`config.mk`:
```
export PLATFORM = sky130hd
export DESIGN_NAME = gdf_ctrl
export DESIGN_NICKNAME = d
export VERILOG_FILES = /design/src/gdf_pkg.sv /design/src/gdf_ctrl.sv
export SDC_FILE = /design/constraint.sdc
export NUM_CORES = 1
export LEC_CHECK = 0
export ABC_AREA = 0
export BUFFER_PORTS_ARGS = -buffer_cell sky130_fd_sc_hd__buf_4
export CAP_MARGIN = 20
export CORE_AREA = 2 2 39 41
export CTS_CLUSTER_SIZE = 8
export DETAILED_ROUTE_END_ITERATION = 7
export DIE_AREA = 0 0 41 43
export PLACE_DENSITY_LB_ADDON = 0.25
export SLEW_MARGIN = 20
export SYNTH_ARGS = -nofsm -noshare
export SYNTH_HDL_FRONTEND = slang
export SYNTH_SLANG_ARGS = --single-unit
```
`constraint.sdc`:
```
create_clock -name i_clk -period 2.2 [get_ports i_clk]
set_clock_uncertainty 0.05 [all_clocks]
set_input_delay 0.44 -clock i_clk [delete_from_list [all_inputs] [get_ports i_clk]]
set_output_delay 0.44 -clock i_clk [all_outputs]
set_load 0.05 [all_outputs]
```
`src/gdf_pkg.sv`:
```
// shared constants, codes and control types of the grid distance field
`timescale 1ns / 1ps
package gdf_pkg;

    localparam int GRID_DIM  = 64;
    localparam int CELL_SIZE = 4;

    localparam int VAL_W  = 12;
    localparam int DIM_W  = 7;
    localparam int COORD_W = 11;

    localparam logic [VAL_W-1:0] FAR_VALUE   = 12'd4080;
    localparam logic [VAL_W-1:0] REMOVE_STEP = 12'd32;
    localparam logic [VAL_W-1:0] VALUE_MAX   = 12'd4095;
    localparam logic [DIM_W-1:0] DIM_RESET   = 7'd64;

    localparam logic [1:0] OP_QUERY  = 2'd0;
    localparam logic [1:0] OP_ADD    = 2'd1;
    localparam logic [1:0] OP_REMOVE = 2'd2;

    localparam logic CFG_ACROSS = 1'b0;
    localparam logic CFG_DOWN   = 1'b1;

    typedef enum logic [2:0] {
        ST_CLEAR,
        ST_IDLE,
        ST_DISPATCH,
        ST_READ,
        ST_WALK,
        ST_DRAIN,
        ST_RESP
    } t_state;

    typedef struct packed {
        logic clear_step;
        logic capture;
        logic scan_init;
        logic scan_step;
        logic rd_item;
        logic rd_done;
        logic out_load;
    } t_cmd;

    typedef struct packed {
        logic clear_last;
        logic is_walk;
        logic is_read;
        logic scan_last;
        logic pipe_empty;
        logic out_free;
    } t_status;

endpackage

```
`src/gdf_ctrl.sv`:
```
// controller state machine: clear pass, dispatch, grid walk and response
`timescale 1ns / 1ps
module gdf_ctrl (
    input  logic              i_clk,
    input  logic              i_rst_n,
    input  logic              i_in_valid,
    input  gdf_pkg::t_status  i_status,
    output gdf_pkg::t_cmd     o_cmd,
    output logic              o_in_ready
);

    gdf_pkg::t_state r_state;
    gdf_pkg::t_state n_state;

    // state register
    always_ff @(posedge i_clk) begin
        if (!i_rst_n) begin
            r_state <= gdf_pkg::ST_CLEAR;
        end else begin
            r_state <= n_state;
        end
    end

    // next state
    always_comb begin
        n_state = r_state;
        unique case (r_state)
            gdf_pkg::ST_CLEAR: begin
                if (i_status.clear_last) n_state = gdf_pkg::ST_IDLE;
            end
            gdf_pkg::ST_IDLE: begin
                if (i_in_valid) n_state = gdf_pkg::ST_DISPATCH;
            end
            gdf_pkg::ST_DISPATCH: begin
                if (i_status.is_walk) begin
                    n_state = gdf_pkg::ST_WALK;
                end else if (i_status.is_read) begin
                    n_state = gdf_pkg::ST_READ;
                end else begin
                    n_state = gdf_pkg::ST_RESP;
                end
            end
            gdf_pkg::ST_READ: begin
                n_state = gdf_pkg::ST_RESP;
            end
            gdf_pkg::ST_WALK: begin
                if (i_status.scan_last) n_state = gdf_pkg::ST_DRAIN;
            end
            gdf_pkg::ST_DRAIN: begin
                if (i_status.pipe_empty) n_state = gdf_pkg::ST_RESP;
            end
            gdf_pkg::ST_RESP: begin
                if (i_status.out_free) n_state = gdf_pkg::ST_IDLE;
            end
            default: n_state = gdf_pkg::ST_CLEAR;
        endcase
    end

    // command outputs
    always_comb begin
        o_cmd      = '0;
        o_in_ready = 1'b0;
        unique case (r_state)
            gdf_pkg::ST_CLEAR: begin
                o_cmd.clear_step = 1'b1;
            end
            gdf_pkg::ST_IDLE: begin
                o_in_ready    = 1'b1;
                o_cmd.capture = i_in_valid;
            end
            gdf_pkg::ST_DISPATCH: begin
                o_cmd.scan_init = 1'b1;
                o_cmd.rd_item   = 1'b1;
            end
            gdf_pkg::ST_READ: begin
                o_cmd.rd_done = 1'b1;
            end
            gdf_pkg::ST_WALK: begin
                o_cmd.scan_step = 1'b1;
            end
            gdf_pkg::ST_DRAIN: begin
                o_cmd = '0;
            end
            gdf_pkg::ST_RESP: begin
                o_cmd.out_load = i_status.out_free;
            end
            default: o_cmd = '0;
        endcase
    end

endmodule

```
After elaboration in Yosys (flattened, before gate mapping):

Index checks and enable logic that the tools add are counted.

* eq/ne operators: 11
* multiplexer cells: 15
* reductions and logical operators: 2

Operators by type and width (count)
* $mux W3: 7
* $pmux W3 S7: 1
* $ne A2 B2 Y1 const B: 5
* $eq A3 B3 Y1 const B: 3
* $mux W1: 7
* $eq A3 B2 Y1 const B: 2
* $reduce_and A5 Y1: 1
* $eq A3 B1 Y1 const B: 1
* $logic_not A3 Y1: 1

* register bits: 3
* input port bits: 9
* output and inout port bits: 8
* logic and storage cells: 29

Longest topological paths before layout:

Gate-level depths: netlist (run 1).

* depth in word-level cells: 3
* mapped depth: 5
* depth with buffers taken out: 4

Worst setup path after synthesis (run 1):

OpenSTA, ideal clock, no wires.

* kind: register -> output
* start: register r_state[0]
* end: output o_cmd[5] (netlist name)
* data arrival time: 2.337 ns
* data required time: 1.710 ns
* slack: -0.627 ns
* stages on the path, launching flop included: 4
* buffers on the path: 1
* cells stage by stage: dfxtp_1 -> buf_2 -> nor3b_1 -> and2_1

RTL lines
* start, declared: line gdf_ctrl.sv:12 `gdf_pkg::t_state r_state;`
* start signal, assigned: line gdf_ctrl.sv:18 `r_state <= gdf_pkg::ST_CLEAR;`
* start signal, assigned: line gdf_ctrl.sv:20 `r_state <= n_state;`
* end, declared: line gdf_ctrl.sv:8 `output gdf_pkg::t_cmd o_cmd,`

==> results of run 1 <==
-- synth_stat cells --
cell and count:
nor2_1 1, nor3_1 2, buf_4 1, mux2i_1 3, nand2b_1 1, nand3b_1 1
a21boi_0 1, dfxtp_1 3, nor2b_1 1, inv_2 1, o211ai_1 1, mux2_4 1
nor3b_1 2, and4b_1 1, o21ai_0 2, nand2_1 6, and2_1 2, buf_2 2
a32oi_2 1, clkbuf_1 1
-- logic make-up (layout without fill, tap and decap cells) --
family	count (synthesis)	in the layout
DFF	3	3
buffers and inverters	5	21
muxes	4	4
AOI/OAI and AO/OA	5	5
and+or+nand+nor	17	17
-- how the worst max path moves through the flow --
| stage | from | endpoint | slack [ps] | cells after the start |
|---|---|---|---|---|
| after floorplan | r_state[0] | o_cmd[5] | -90 | 3 |
| after global placement | r_state[0] | o_cmd[5] | 560 | 3 |
| after detailed placement | r_state[0] | o_cmd[5] | 530 | 3 |
| after CTS | r_state[0] | o_cmd[5] | 280 | 3 |
| after global routing | r_state[0] | o_cmd[5] | 210 | 3 |
| final | r_state[0] | o_cmd[5] | 310 | 3 |
-- metrics by stage --
stage	instance area [um2]	setup TNS, ps	hold slack [ps]	worst slack (ps)
global placement	394	0	537	563
detailed placement	394	0	533	528
finish	420	0	455	311
global route	420	0	463	205
CTS	420	0	447	280
floorplan	275	-139	537	-86.6
-- cell type report --
class,instances,area (um2)
clock buffers,4,26.3
repair buffers,16,120
inverters,1,3.75
fillers,152,963
flip-flops and latches,3,60.1
well taps,16,20.0
multi-input cells,26,190
-- per-layer routing --
layer | vias up | track usage
li1 | 149 | -
met1 | 118 | 0.103
met2 | 13 | 0.119
met3 | 0 | 0.0471
met4 | 0 | 0.0200
met5 | - | 0
-- worst max-delay path, stage by stage, from the launching register on --
cell,delay [ps]
dfxtp_1,570
nor3b_2,260
and2_1,140
buf_4,190
-- where the power goes --
group	total, mW	switching, mW	internal [mW]
Sequential	0.135	0.0595	0.0758
Combinational	0.401	0.251	0.150
Clock	0.0947	0.0269	0.0679
==> flow_metrics.tcl, run 1 <==
set metrics [dict create \
    finish.net_count 60 \
    antenna_found_initial 0 \
    place.gp.congestion 0.664 \
    wl_met3_um 68 \
    fp-row-count 14 \
    synth_top_family_by_area "simple AND/OR/NAND/NOR gates" \
    post_syn_nets 43 \
    clock_sink_count 3 \
    rr_startpoint "r_state[0]" \
    cts_tree "done" \
    die-height_um 43 \
    cellLeakagePower_nw 0.191 \
    ys_warn_count 0 \
    quantity_of_hold_fixing_buffers_added_after_cts 0 \
    total_of_endpoints_with_negative_setup_slack_in_the_final_report 0 \
    hold_violations 0 \
    commonest_non_fill_non_tap_cell_in_the_layout "buf_4" \
    kind_of_launch_point_of_the_worst_setup_path "flip-flop" \
    met2_wirelength_um 280 \
    root_buffer "clkbuf_4" \
    endpoint_kind "output port" \
    detailed_router_s_first_iteration_violation_count 1 \
    power_mw 0.631 \
    layout_common_cells "buf_4 (16), nand2_1 (6), mux2i_1 (3), clkbuf_4 (3), dfxtp_1 (3)" \
    top_level_ports 17 \
    detail_route.wirelength_um 624 \
    r2r_setup_slack_ps 690 \
    clk-insertion-delay-late_ps 230 \
    synth-compound-area-share 0.156 \
    route.detailed.wl_per_inst_um 9.45 \
    drt_pass1_iterations 3 \
    reg2reg_depth 3 \
    ctsLongestPathBuffers 2 \
    antenna_cells_inserted 0 \
    synth_area_um2 265 \
    wl_met1_um 275 \
    timing.final.crit_period_ps 1890 \
    worst_margin_pin_slew_ps 429 \
    finalCritPeriodShare 0.859 \
    yosys.area_share.simple 0.354 \
    clock_tree.htree_level_count 1 \
    initial_core_util 0.192 \
    post_cts_resize_count 0 \
    max_reg_flops 3 \
    synth_sequential_area_ratio 0.226 \
    path_max_fanout 13 \
    synth_adder_area_share 0 \
    ys_types 20 \
    synthCells 34 \
    worst_reg2reg_path_endpoint "r_state[0]" \
    worst_slew_margin_rel 0.714 \
    area_growth_pct 58.5 \
    drc_viols 0 \
    worstPathArrival_ps 1400 \
    count_of_buffers_inserted_at_the_top_level_ports 16 \
    post-place-cells 62 \
    regs_by_ff_count "r_state (3)" \
    worst_hold_path.num_cells 3 \
    routed.top_layer "met3" \
    muxShareOfSynthArea 0.170 \
    viasPerCell 4.24 \
    vias 280 \
    worstHoldEndpoint "r_state[1]" \
    largest_register_by_flop_count "r_state" \
    drive_above_1_share 0.480 \
    power-per-cell-area_nw_per_um2 1500 \
    drv_slew 0 \
    max-cap-violations 0 \
    clock.fmax_ghz 0.529 \
    die_w_um 41 \
    post-cts-setup-buffer-count 0 \
    ir_drop_uv 331 \
    global_route_wire_length_before_repair_mm 1.00 \
    synth-xor-area-share 0 \
    synth_top_cell_by_area "dfxtp_1" \
    grt-ovfl-total 0 \
    result_of_the_run "finished clean" \
    cts_buffers 3 \
    syn_area_per_cell_um2 7.80 \
    synthTopCellsByArea "dfxtp_1 (23%), mux2i_1 (11%), nand2_1 (8.5%), a32oi_2 (6.1%), mux2_4 (5.7%)" \
    synthDominantCellAreaShare 0.226 \
    hp-class "in2reg" \
    postSynthRegisterBits 3 \
    rsz0062_at_grt "false" \
    finish.utilization 0.304 \
    clock_pin_slew_on_the_worst_setup_and_hold_paths_ps 40 \
    cp_data_required_time_ps 1710 \
    first_global_vias 244 \
    min_from "i_rst_n" \
    ant_nets 0 \
    finalNonFillerCells 66 \
    grt_max_degree 14 \
    setup.worst_path.class "reg2out" \
    gr-usage-all-layers 0.0822 \
    die_area_um2 1760 \
    core_region_area_um2 1380 \
]
No activity file was read; power rests on OpenSTA's default activity.
==> run 2, diff against run 1 <==
--- a/config.mk
+++ b/config.mk
@@ -13,6 +13,7 @@
 export DETAILED_ROUTE_END_ITERATION = 7
 export DIE_AREA = 0 0 41 43
 export PLACE_DENSITY_LB_ADDON = 0.25
+export REMOVE_ABC_BUFFERS = 1
 export SLEW_MARGIN = 20
 export SYNTH_ARGS = -nofsm -noshare
 export SYNTH_HDL_FRONTEND = slang
==> flow_metrics.tcl, run 2 (synthesis results as in run 1) <==
set metrics [dict create \
    clock_pin_slew_on_the_worst_setup_and_hold_paths_ps 40 \
    max-cap-violations 0 \
    root_buffer "clkbuf_4" \
    hp-class "in2reg" \
    gr-usage-met3 0.0471 \
    ctsLongestPathBuffers 2 \
    detail_route.wirelength_um 629 \
    r2r_setup_slack_ps 710 \
    power-per-cell-area_nw_per_um2 1520 \
    area_growth_pct 54.7 \
    quantity_of_hold_fixing_buffers_added_after_cts 0 \
    rsz0062_at_grt "false" \
    worstPathArrival_ps 1400 \
    setup.worst_path.class "reg2out" \
    die_w_um 41 \
    ant_nets 0 \
    largest_register_by_flop_count "r_state" \
    clock_tree.htree_level_count 1 \
    regs_by_ff_count "r_state (3)" \
    drt_pass1_iterations 2 \
    use_met2 0.106 \
    grt_max_degree 14 \
    endpoint_kind "output port" \
    hold_violations 0 \
    finalNonFillerCells 66 \
    finalCritPeriodShare 0.860 \
    gr-max-usage-layer "met2" \
    fp-row-count 14 \
    detailed_router_s_first_iteration_violation_count 3 \
    cts_buffers 3 \
    result_of_the_run "finished clean" \
    power_mw 0.622 \
    cellLeakagePower_nw 0.186 \
    worst_slew_margin_rel 0.733 \
    reg2reg_depth 3 \
    vias 287 \
    clk-insertion-delay-late_ps 230 \
    timing.final.crit_period_ps 1890 \
    clock_sink_count 3 \
    total_of_endpoints_with_negative_setup_slack_in_the_final_report 0 \
    post-place-cells 62 \
    cp_data_required_time_ps 1710 \
    drv_slew 0 \
    worst_slack_setup_final_ps 307 \
    worst_hold_path.num_cells 3 \
    layout_common_cells "buf_4 (16), nand2_1 (6), mux2i_1 (3), clkbuf_4 (3), dfxtp_1 (3)" \
    gr-usage-all-layers 0.0741 \
    global_route_wire_length_before_repair_um 883 \
    worst_hold_slack_ps 450 \
    core_region_area_um2 1380 \
    top_level_ports 17 \
    drive_above_1_share 0.440 \
    die_area_um2 1760 \
    place.gp.congestion 0.694 \
    max_reg_flops 3 \
    clock.fmax_ghz 0.528 \
    ir_drop_uv 348 \
    initial_core_util 0.192 \
    grt-ovfl-total 0 \
    path_max_fanout 13 \
    kind_of_launch_point_of_the_worst_setup_path "flip-flop" \
    antenna_found_initial 0 \
    count_of_buffers_inserted_at_the_top_level_ports 16 \
    die-height_um 43 \
    finish.net_count 60 \
    first_global_vias 229 \
    worst_margin_pin_slew_ps 400 \
    cts_tree "done" \
    post_cts_resize_count 0 \
    dp_slack_ps 520 \
    drc_viols 0 \
    antenna_cells_inserted 0 \
    met1_routing_resource_usage_after_global_routing 0.0895 \
    commonest_non_fill_non_tap_cell_in_the_layout "buf_4" \
    post-cts-setup-buffer-count 0 \
    viasPerCell 4.35 \
    route.detailed.wl_per_inst_um 9.53 \
]
==> run 2: cell counts in the layout (fill, tap and decap cells not counted) <==
Identical to the previous run, type by type.
==> run 2: critical path, cell delays in order, from the launching register on <==
cell and delay (ps):
dfxtp_1 550, nor3b_1 270, and2_1 160, buf_4 190
==> run 2: final timing paths <==
check	startpoint	to
max	r_state[0]	o_cmd[5]
min reg2reg	r_state[1]	r_state[1]
min	i_rst_n	r_state[1]
max reg2reg	r_state[0]	r_state[0]
==> run 2: metal layers <==
layer  wire length, um  vias up  part of all wire
li1                  -      149                 -
met1               315      123              0.50
met2               250       15              0.40
met3                63        0              0.10
met4                 0        0                 0
met5                 0        -                 0
==> run 2: cell type report <==
cell class | instances | area [um2]
clock buffer | 4 | 26.3
fill | 162 | 973
timing repair buffer | 16 | 120
inverter | 1 | 3.75
multi-input combinational | 26 | 180
tap | 16 | 20.0
sequential | 3 | 60.1
==> run 2: power breakdown <==
group	leakage, nW	switching, mW	internal, mW
combinational	0.146	0.249	0.145
clock	0.0150	0.0276	0.0679
sequential	0.0247	0.0563	0.0758
total	0.186	0.333	0.289
==> run 2: metrics by stage <==
step                setup TNS [ps]  utilization  instance area (um2)
finish                           0        0.297                  410
global route                     0        0.297                  410
CTS                              0        0.297                  410
detailed placement               0        0.278                  384
global placement                 0        0.278                  384
floorplan                    -2320            -                  244
